==> src/rtl/core/lcal_pkg.sv <==
package lcal_pkg;

    localparam int NODE_W  = 10;
    localparam int DEPTH_W = 11;
    localparam int STEP_W  = 5;

    typedef logic [NODE_W-1:0]  node_t;
    typedef logic [DEPTH_W-1:0] depth_t;
    typedef logic [STEP_W-1:0]  step_t;

    localparam depth_t DEPTH_MAX = '1;

    typedef enum logic [1:0] {
        RD_NONE,
        RD_DEP,
        RD_ANC
    } rd_op_t;

    typedef enum logic [1:0] {
        WR_NONE,
        WR_LOAD0,
        WR_LOADK
    } wr_op_t;

    typedef enum logic [3:0] {
        OP_NONE,
        OP_ORDER,
        OP_LIFT,
        OP_LDSTEP,
        OP_LVL_TOP,
        OP_PAIR,
        OP_OUT_A,
        OP_OUT_ANC,
        OP_OUT_ZERO
    } dp_op_t;

    typedef enum logic [3:0] {
        C_NEVER,
        C_OOR,
        C_QUERY,
        C_LOAD,
        C_SINGLE,
        C_LD_MORE,
        C_LVL_MORE,
        C_EQ,
        C_LVL_NZ
    } cond_t;

    typedef struct packed {
        rd_op_t rd;
        wr_op_t wr;
        dp_op_t op;
        logic   emit;
        logic   done;
        cond_t  cond;
        step_t  target;
    } cw_t;

    typedef struct packed {
        logic oor;
        logic query;
        logic single;
        logic ld_more;
        logic lvl_more;
        logic eq;
        logic lvl_nz;
    } flags_t;

    // microprogram addresses
    localparam step_t S_START   = 5'd0;
    localparam step_t S_DISP    = 5'd1;
    localparam step_t S_LD0     = 5'd2;
    localparam step_t S_LDR     = 5'd3;
    localparam step_t S_LDW     = 5'd4;
    localparam step_t S_END     = 5'd5;
    localparam step_t S_QDEP    = 5'd6;
    localparam step_t S_LIFT    = 5'd7;
    localparam step_t S_LIFT2   = 5'd8;
    localparam step_t S_EQ      = 5'd9;
    localparam step_t S_PR      = 5'd10;
    localparam step_t S_PU      = 5'd11;
    localparam step_t S_FIN     = 5'd12;
    localparam step_t S_RES_ANC = 5'd13;
    localparam step_t S_RES_A   = 5'd14;
    localparam step_t S_OOR     = 5'd15;
    localparam step_t S_OOR_Q   = 5'd16;

    localparam cw_t CW_NOP = '{
        rd:     RD_NONE,
        wr:     WR_NONE,
        op:     OP_NONE,
        emit:   1'b0,
        done:   1'b0,
        cond:   C_NEVER,
        target: S_START
    };

    // control store
    function automatic cw_t ucode(input step_t s);
        cw_t w;
        w = CW_NOP;
        unique case (s)
            S_START:
            begin
                w.rd     = RD_DEP;
                w.cond   = C_OOR;
                w.target = S_OOR;
            end
            S_DISP:
            begin
                w.cond   = C_QUERY;
                w.target = S_QDEP;
            end
            S_LD0:
            begin
                w.wr     = WR_LOAD0;
                w.cond   = C_SINGLE;
                w.target = S_END;
            end
            S_LDR:
            begin
                w.rd = RD_ANC;
            end
            S_LDW:
            begin
                w.wr     = WR_LOADK;
                w.op     = OP_LDSTEP;
                w.cond   = C_LD_MORE;
                w.target = S_LDR;
            end
            S_END:
            begin
                w.done = 1'b1;
            end
            S_QDEP:
            begin
                w.op = OP_ORDER;
            end
            S_LIFT:
            begin
                w.rd = RD_ANC;
            end
            S_LIFT2:
            begin
                w.op     = OP_LIFT;
                w.cond   = C_LVL_MORE;
                w.target = S_LIFT;
            end
            S_EQ:
            begin
                w.op     = OP_LVL_TOP;
                w.cond   = C_EQ;
                w.target = S_RES_A;
            end
            S_PR:
            begin
                w.rd = RD_ANC;
            end
            S_PU:
            begin
                w.op     = OP_PAIR;
                w.cond   = C_LVL_NZ;
                w.target = S_PR;
            end
            S_FIN:
            begin
                w.rd = RD_ANC;
            end
            S_RES_ANC:
            begin
                w.op   = OP_OUT_ANC;
                w.emit = 1'b1;
                w.done = 1'b1;
            end
            S_RES_A:
            begin
                w.op   = OP_OUT_A;
                w.emit = 1'b1;
                w.done = 1'b1;
            end
            S_OOR:
            begin
                w.cond   = C_LOAD;
                w.target = S_END;
            end
            S_OOR_Q:
            begin
                w.op   = OP_OUT_ZERO;
                w.emit = 1'b1;
                w.done = 1'b1;
            end
            default:
            begin
                w.done = 1'b1;
            end
        endcase
        return w;
    endfunction

endpackage

==> src/rtl/core/lcal_seq.sv <==
module lcal_seq (
    input  logic            clk,
    input  logic            rst_n,
    input  logic            start,
    input  logic            out_blocked,
    input  lcal_pkg::flags_t flags,
    output lcal_pkg::cw_t   cw,
    output logic            busy
);
    import lcal_pkg::*;

    step_t step_reg;
    step_t step_next;
    logic  busy_reg;
    logic  busy_next;
    cw_t   word;
    logic  hold;
    logic  fire;
    logic  jump;

    assign word = ucode(step_reg);
    // a result step waits while the output register is full and stalled
    assign hold = word.emit && out_blocked;
    assign fire = busy_reg && !hold;
    assign cw   = fire ? word : CW_NOP;
    assign busy = busy_reg;

    always_comb
    begin
        unique case (word.cond)
            C_NEVER:    jump = 1'b0;
            C_OOR:      jump = flags.oor;
            C_QUERY:    jump = flags.query;
            C_LOAD:     jump = !flags.query;
            C_SINGLE:   jump = flags.single;
            C_LD_MORE:  jump = flags.ld_more;
            C_LVL_MORE: jump = flags.lvl_more;
            C_EQ:       jump = flags.eq;
            C_LVL_NZ:   jump = flags.lvl_nz;
            default:    jump = 1'b0;
        endcase
    end

    always_comb
    begin
        step_next = step_reg;
        busy_next = busy_reg;
        if (start)
        begin
            step_next = S_START;
            busy_next = 1'b1;
        end
        else if (fire)
        begin
            if (word.done)
            begin
                busy_next = 1'b0;
            end
            else if (jump)
            begin
                step_next = word.target;
            end
            else
            begin
                step_next = step_reg + step_t'(1);
            end
        end
    end

    always_ff @(posedge clk or negedge rst_n)
    begin
        if (!rst_n)
        begin
            step_reg <= S_START;
            busy_reg <= 1'b0;
        end
        else
        begin
            step_reg <= step_next;
            busy_reg <= busy_next;
        end
    end

endmodule

==> config.mk <==
export PLATFORM = sky130hd
export DESIGN_NAME = lcal_seq
export DESIGN_NICKNAME = d
export VERILOG_FILES = /design/src/rtl/core/lcal_pkg.sv /design/src/rtl/core/lcal_seq.sv
export SDC_FILE = /design/constraint.sdc
export NUM_CORES = 1
export LEC_CHECK = 0
export BUFFER_PORTS_ARGS = -buffer_cell sky130_fd_sc_hd__clkbuf_2
export CAP_MARGIN = 20
export CORE_ASPECT_RATIO = 0.9
export CORE_MARGIN = 3
export CORE_UTILIZATION = 50
export CTS_BUF_LIST = sky130_fd_sc_hd__clkbuf_2
export DETAILED_ROUTE_END_ITERATION = 10
export GPL_TIMING_DRIVEN = 0
export PLACE_DENSITY = 0.78
export SETUP_SLACK_MARGIN = 0.3
export SYNTH_ARGS = -nofsm -noshare
export SYNTH_HDL_FRONTEND = slang
export SYNTH_SLANG_ARGS = --single-unit
==> constraint.sdc <==
create_clock -name clk -period 3 [get_ports clk]
set_clock_uncertainty 0.1 [all_clocks]
set_input_delay 0.15 -clock clk [delete_from_list [all_inputs] [get_ports clk]]
set_output_delay 0.15 -clock clk [all_outputs]
set_load 0.05 [all_outputs]
==> results of run 1 <==
-- repair_timing --
action	CTS	global route
resized for setup	25	23
hold buffers	1	0
setup buffers	16	1
endpoints found under the hold margin	6	0
pin swaps	9	7
setup endpoints to repair	19	20
-- area by class of cell --
cell class                      instances  area, sq um  area share
Buffer                                 13        150.1     0.09820
Clock buffer                            3        15.01    0.009820
Inverter                                7        36.28     0.02373
Multi-Input combinational cell        109        843.3      0.5516
Sequential cell                         6        150.1     0.09820
Tap cell                               24        30.03     0.01964
Timing Repair Buffer                   47        304.0      0.1989
-- final timing paths --
kind	start	depth (start not counted)	end
min	start	2	step_reg[0]$_DFFE_PN0P_
max	step_reg[1]$_DFFE_PN0P_	10	step_reg[3]$_DFFE_PN0P_
min reg2reg	busy$_DFFE_PN0P_	2	busy$_DFFE_PN0P_
max in group asynchronous	rst_n	2	step_reg[4]$_DFFE_PN0P_
max reg2reg	step_reg[1]$_DFFE_PN0P_	10	step_reg[3]$_DFFE_PN0P_
min in group asynchronous	rst_n	2	busy$_DFFE_PN0P_
-- power groups by stage --
stage | combinational, mW | sequential, mW | clock, mW
final | 1.74 | 0.123 | 0.0577
after global routing | 1.83 | 0.126 | 0.0664
after CTS | 1.61 | 0.121 | 0.0594
after detailed placement | 1.40 | 0.129 | 0
after global placement | 1.37 | 0.128 | 0
after floorplan | 1.13 | 0.140 | 0
-- per-stage QoR --
step | std cells | hold slack [ps] | worst slack, ps | power [mW] | cell area [sq um]
floorplan | 135 | -245.6 | 320.9 | 1.267 | 1032
finish | 209 | 74.54 | 285.0 | 1.917 | 1529
global placement | 188 | -117.6 | 124.6 | 1.502 | 1207
detailed placement | 188 | -115.5 | 4.574 | 1.531 | 1207
global route | 209 | 75.81 | 198.6 | 2.026 | 1529
CTS | 208 | 40.21 | 226.4 | 1.794 | 1455
-- kinds of logic after synthesis --
family          share of synthesized area
xor+xnor                          0.01739
fa+ha+maj                         0.06211
flops                              0.1491
simple gates                       0.3031
compound gates                     0.2621
buf+inv                            0.1491
other cells                      0.003723
mux                               0.05341
-- synthesized netlist by cell type (2+ instances only) --
master	instances	share of area
a21oi_1	12	0.060
a21oi_2	2	0.017
a22oi_1	2	0.015
and2_1	2	0.012
buf_4	2	0.015
buf_6	4	0.045
clkbuf_1	3	0.011
clkbuf_8	2	0.027
dfrtp_1	6	0.15
ha_1	5	0.062
inv_1	6	0.022
mux2_2	3	0.034
mux2i_1	2	0.020
nand2_1	9	0.034
nand3_1	2	0.0099
nand3b_1	2	0.015
nor2_1	22	0.082
nor3_1	5	0.025
nor4_1	2	0.012
o211ai_1	2	0.015
o21a_1	2	0.015
o21ai_0	6	0.030
o21bai_1	2	0.015
or3_2	2	0.015
-- worst max-delay path, cell delays in order, from the launching register on --
cell and delay (ps):
dfrtp_1 400, ha_2 190, clkbuf_8 130, and3_4 170, ha_4 150, clkbuf_8 140
o21bai_4 180, a221o_1 340, o32a_4 230, or4_1 470, a31oi_1 130
-- routing by layer --
metal	routed length, um	track usage	vias to the layer above	part of all wire
met5	0	0	-	0
met4	63	0.08085	0	0.018
met3	330	0.05828	12	0.094
met2	1775	0.4449	78	0.50
met1	1356	0.3302	583	0.38
li1	-	-	581	-
==> out/results.ini, run 1 <==
[final_layout]
area_delta_synth_final_pct = 51.80
layout_commonest_cell = clkbuf_2
final_cell_mix = clkbuf_2, nor2_1, buf_4
nFillCells = 110
drive_gt1_frac = 0.5243
largest_reg_flops = 5
fin_util = 0.8557
nNetsFinal = 203
num_antenna_cells = 0

[detailed_routing]
vias = 1254
final_antenna_net_count = 0
wl_per_cell_um = 16.87
drt_iter0_drc = 60
first_pass_iters = 4
viasPerCell = 6.000
routed_wl_um = 3526
drc_errors = 0

[timing]
max_freq_mhz = 368.3
fin_crit_ps = 2715
drv_slew = 0
finalHoldViolCount = 0
rsz0062_at_grt = true
fin_setup_tns_ps = 0
period_share = 0.9050
setup_viol = 0

[yosys]
ys_ff_latch = 6
syn_avg_cell_area_sq_um = 7.461
synth.distinct_cells = 52
seq_area_frac_synth = 0.1491
synth_area_sq_um = 1007
async_reset_ff_frac = 1.000
ys_warn_count = 0
yosys_most_used_dff = dfrtp_1
synth_edf_count = 0
synth_nets = 151
synthCells = 135

[grt]
antenna_found_initial = 0
grt_overflow = 0
grt_pass1_vias = 1149
grt_pass1_wl_um = 5306
grt_max_degree = 11
grt_usage = 0.2658

[critical_path]
worstPathRequired_ps = 3050
worstSetupPathType = reg2reg
reg2reg_slack_ps = 280
startpoint_type = register
worstPathMaxFanout = 7
end_kind = register
arrival_ps = 2760

[placed_design]
hpwl_um = 2143
portBuffers = 29
gp_congestion = 0.8273

[power_and_ir_drop]
ir_worst_vdd_uv = 1004
p_sw_frac = 0.5873
leakage_nw = 0.7095
intPower_uw = 791.3
clkPwrFrac = 0.030
p_per_area_nw_per_um2 = 1254
combinationalPowerShare = 0.906
p_seq_frac = 0.064
p_switching_mw = 1.126

[floorplanning]
fp.dieW_um = 53.31
fp-row-count = 14
die_h_um = 48.58
num_io_pins = 31
die_area_sq_um = 2590
coreArea_sq_um = 1787
start_util = 0.5637

[cts]
htree_levels = 1
clock_latency_ps = 240
clock_sinks = 6
cts_tree = built
clkTransAtPathRegs_ps = 70
root_buffer = clkbuf_2
cts.path.max_buffers = 2
cts_made_buffers = 3

[outcome]
status = finished, final reports clean

[worst_hold_path]
worstHoldPathType = in2reg

[job]
maxCapViolations = 0

(Power assumes the default switching activity.)
==> run 2, diff against run 1 <==
--- a/config.mk
+++ b/config.mk
@@ -14,3 +14,2 @@
 export DETAILED_ROUTE_END_ITERATION = 10
-export GPL_TIMING_DRIVEN = 0
 export PLACE_DENSITY = 0.78
==> constraint.sdc (replaced) <==
create_clock -name clk -period 3 [get_ports clk]
set_clock_uncertainty 0.1 [all_clocks]
set_input_delay 0.3 -clock clk [delete_from_list [all_inputs] [get_ports clk]]
set_output_delay 0.3 -clock clk [all_outputs]
set_load 0.05 [all_outputs]
==> run 2 against run 1 <==
Via count decreased by 7.2%. Register-to-register slack better by 60 ps. Die area unchanged. Design area shrank 14%. Critical path type is now reg2out. Sequential share of layout area up 1.7 points. Wire length decreased by 8.3%.
==> out/results.ini, run 2 (synthesized netlist as in run 1, its figures left out) <==
[cts]
clkTransAtPathRegs_ps = 70
htree_levels = 1
cts_made_buffers = 3
cts.path.max_buffers = 2
root_buffer = clkbuf_2
clock_sinks = 6
cts_tree = built
clock_latency_ps = 260

[floorplanning]
fp.dieW_um = 53.31
coreArea_sq_um = 1787
start_util = 0.5637
fp-row-count = 14
num_io_pins = 31
die_area_sq_um = 2590
die_h_um = 48.58

[critical_path]
worstPathRequired_ps = 2600
critPathSlowestCell = dfrtp_2
arrival_ps = 2300
end_kind = primary output
crit_family = compound AO/OA/AOI/OAI gates
slowest_delay_ps = 460
crit_chain = buf_4 -> ha_4 -> o211ai_1 -> o21ai_1 -> a21oi_1 -> buf_4 -> nand2_1 -> nor2_2 -> buf_6
startpoint_type = register
worstSetupPathType = reg2out
path_buf_inv = 3
worstPathMaxFanout = 7
cp_common_cell = buf_4

[detailed_routing]
drt_iter0_drc = 74
first_pass_iters = 4
vias = 1164
wl_per_cell_um = 16.58
final_antenna_net_count = 0
viasPerCell = 5.969
drc_errors = 0
routed_wl_um = 3234

[placed_design]
hpwl_um = 2128
portBuffers = 29
gp_congestion = 0.8525

[outcome]
status = finished, final reports clean

[final_layout]
drive_gt1_frac = 0.4561
nNetsFinal = 189
num_antenna_cells = 0
nFillCells = 139
layout_commonest_cell = clkbuf_2
area_delta_synth_final_pct = 31.18
final_cell_mix = clkbuf_2, nor2_1, buf_4
largest_reg_flops = 5
fin_util = 0.7395

[timing]
max_freq_mhz = 370.5
drv_slew = 0
fin_crit_ps = 2699
setup_viol = 0
finalHoldViolCount = 0
rsz0062_at_grt = true
fin_setup_tns_ps = 0
period_share = 0.8996

[grt]
grt_overflow = 0
antenna_found_initial = 0
grt_pass1_vias = 981
grt_pass1_wl_um = 4519
grt_max_degree = 27
grt_usage = 0.2271

[job]
maxCapViolations = 0

[worst_hold_path]
worstHoldPathType = in2reg

run 2: changes by cell type in the layout (fill, tap and decap cells not counted), sizes merged:
cell    previous run  this run
buf               27        18
clkbuf            35        30
run 2: cell type report:
cell class / instances / area [sq um] / share of cell area
clock buffers: 3 / 15.01 / 0.01136
repair buffers: 46 / 286.5 / 0.2169
well taps: 24 / 30.03 / 0.02273
flip-flops and latches: 6 / 152.6 / 0.1155
multi-input cells: 109 / 803.3 / 0.6080
inverters: 7 / 33.78 / 0.02557
run 2: timing repair:
action	4_1_cts	5_1_grt
hold buffers	1	0
gates resized for setup	14	15
endpoints found under the hold margin	6	0
setup endpoints to repair	22	5
pin swaps	0	4
setup buffers	0	9
run 2: worst paths after layout:
path,start,to,slack [ps],depth (start not counted)
max,step_reg[0]$_DFFE_PN0P_,cw[3],300,9
min,start,step_reg[4]$_DFFE_PN0P_,190,2
max reg2reg,step_reg[0]$_DFFE_PN0P_,step_reg[3]$_DFFE_PN0P_,340,9
min reg2reg,step_reg[4]$_DFFE_PN0P_,step_reg[4]$_DFFE_PN0P_,440,2
max in group asynchronous,rst_n,step_reg[0]$_DFFE_PN0P_,2310,2
min in group asynchronous,rst_n,step_reg[4]$_DFFE_PN0P_,300,2
run 2: per-stage QoR:
step	setup slack, ps	hold slack [ps]	area, sq um	instances
after CTS	303.0	200.5	1212	186
final	301.3	188.5	1321	195
after global routing	235.8	211.5	1321	195
after floorplan	281.8	-95.59	1032	135
after global placement	243.3	32.90	1140	182
after detailed placement	124.8	39.47	1140	182
run 2: layer usage:
layer	global-route usage	vias to the layer above	part of all wire
met5	0	-	0
met4	0.07234	0	0.040
met3	0.04601	18	0.096
met2	0.3796	72	0.47
met1	0.2838	519	0.39
li1	-	555	-
run 2: worst register-to-register path, stage by stage (launching register included):
cell,delay [ps]
dfrtp_2,430
buf_4,150
ha_4,170
nand2b_4,140
a21oi_2,50
a2111o_1,330
a221o_1,290
o32a_4,250
or4_1,470
a31oi_1,190
Power of run 2 is not shown: default switching activity piles up to over one toggle a cycle in this logic, so the estimate is an artifact.
==> run 3, diff against run 2 <==
Settings changed: CORE_ASPECT_RATIO 0.9 to unset.
Clock period 3 ns to 3.2 ns, I/O delays scaled along.
==> run 3 against run 2 <==
Register-to-register slack gained 90 ps. Die area about the same. Largest cell class unchanged. Clock-buffer cell count unchanged. Sequential share of layout area grew 1.1 points. Critical endpoint is now step_reg[3]$_DFFE_PN0P_. Critical path depth is the same.
==> out/results.ini, run 3 (synthesized netlist as in run 1, its figures left out) <==
[critical_path]
worstSetupPathType = reg2reg
crit_chain = inv_1 -> ha_2 -> nand2b_4 -> a21oi_2 -> a2111o_1 -> a221o_1 -> o32a_2 -> or4_1 -> a31oi_1
critPathSlowestCell = or4_1
slowest_delay_ps = 490
crit_family = compound AO/OA/AOI/OAI gates
worstPathRequired_ps = 3260
path_buf_inv = 1
end_kind = register
worstPathMaxFanout = 9
reg2reg_slack_ps = 430
arrival_ps = 2830
startpoint_type = register

[detailed_routing]
final_antenna_net_count = 0
routed_wl_um = 2711
wl_per_cell_um = 14.58
drt_iter0_drc = 21
first_pass_iters = 4
vias = 1073
drc_errors = 0
viasPerCell = 5.769

[final_layout]
regArea_sq_um = 150.1
drive_gt1_frac = 0.3851
nNetsFinal = 179
multiInputGateArea_sq_um = 747.0
num_antenna_cells = 0
largest_reg_flops = 5
layout_commonest_cell = clkbuf_2
final_cell_mix = clkbuf_2, nor2_1, a21oi_1
nFillCells = 162
stdcell_area_sq_um = 1182
area_delta_synth_final_pct = 17.39

[grt]
grt_max_degree = 24
grt_usage = 0.2182
grt_pass1_wl_um = 4443
grt_overflow = 0
antenna_found_initial = 0
grt_pass1_vias = 1017

[timing]
fin_crit_ps = 2771
fin_setup_tns_ps = 0
rsz0062_at_grt = true
finalHoldViolCount = 0
final.setup.worst_slack_ps = 428.8
max_freq_mhz = 360.8
period_share = 0.8660
setup_viol = 0
drv_slew = 0

[cts]
post-cts-setup-buffers = 0
cts_made_buffers = 3
htree_levels = 1
root_buffer = clkbuf_2
clock_sinks = 6
clkTransAtPathRegs_ps = 70
clock_latency_ps = 230
cts.path.max_buffers = 2
cts_tree = built

[placed_design]
dp_slack_ps = 323.1
dpl_cell_area_sq_um = 1131
hpwl_um = 2032
gp_congestion = 0.8151
portBuffers = 29

[floorplanning]
fp.dieW_um = 50.88
die_h_um = 50.88
fp-row-count = 15
die_area_sq_um = 2589
start_util = 0.5533
coreArea_sq_um = 1821
num_io_pins = 31

[outcome]
status = finished, final reports clean

[job]
maxCapViolations = 0

[worst_hold_path]
worstHoldPathType = in2reg

## run 3: cell types whose count changed in the layout (fill, tap and decap cells not counted), moves of 2 or more
cell,previous run,this run
buf_4,16,7
ha_4,4,0
dfrtp_1,4,6
dfrtp_2,2,0
ha_1,0,2
ha_2,1,3
inv_1,4,6
## run 3: worst register-to-register path, delay by kind of cell (launching register included)
family	cells	cell delay, ps
compound gates	5	1130
simple gates	2	660
flops	1	410
fa+ha+maj	1	290
buf+inv	1	110
## run 3: repair_timing
| action | 4_1_cts | 5_1_grt |
|---|---|---|
| endpoints found under the setup margin | 2 | 21 |
| hold buffers | 1 | 0 |
| resized for setup | 2 | 14 |
| endpoints found under the hold margin | 6 | 0 |
## run 3: area by class of cell
| class | count | share of cell area |
|---|---|---|
| Multi-Input combinational cell | 109 | 0.6317 |
| Inverter | 7 | 0.02646 |
| Tap cell | 25 | 0.02646 |
| Sequential cell | 6 | 0.1270 |
| Clock buffer | 3 | 0.01270 |
| Timing Repair Buffer | 36 | 0.1757 |
## run 3: path summary, 6_finish.rpt
path                                    startpoint                      end  cells after the start
setup / recovery           step_reg[1]$_DFFE_PN0P_  step_reg[3]$_DFFE_PN0P_                      9
hold / removal                               start  step_reg[4]$_DFFE_PN0P_                      2
setup reg to reg           step_reg[1]$_DFFE_PN0P_  step_reg[3]$_DFFE_PN0P_                      9
hold reg to reg                   busy$_DFFE_PN0P_         busy$_DFFE_PN0P_                      2
max in group asynchronous                    rst_n  step_reg[0]$_DFFE_PN0P_                      2
min in group asynchronous                    rst_n  step_reg[2]$_DFFE_PN0P_                      2
## run 3: per-stage QoR
step | std cells | hold WS [ps] | utilization
CTS | 186 | 229.8 | 0.6378
detailed placement | 182 | 57.63 | 0.6213
global placement | 182 | 55.78 | 0.6213
floorplan | 135 | -75.59 | -
finish | 186 | 241.3 | 0.6495
global route | 186 | 241.1 | 0.6495
## run 3: per-layer routing
layer / vias to the layer above / routed length [um] / global-route usage
met4: 0 / 0 / 0.03587
met1: 496 / 1175 / 0.2708
met2: 43 / 1386 / 0.3935
li1: 534 / - / -
met5: - / 0 / 0
met3: 0 / 149 / 0.04373
Power of run 3 is left out for the same reason.
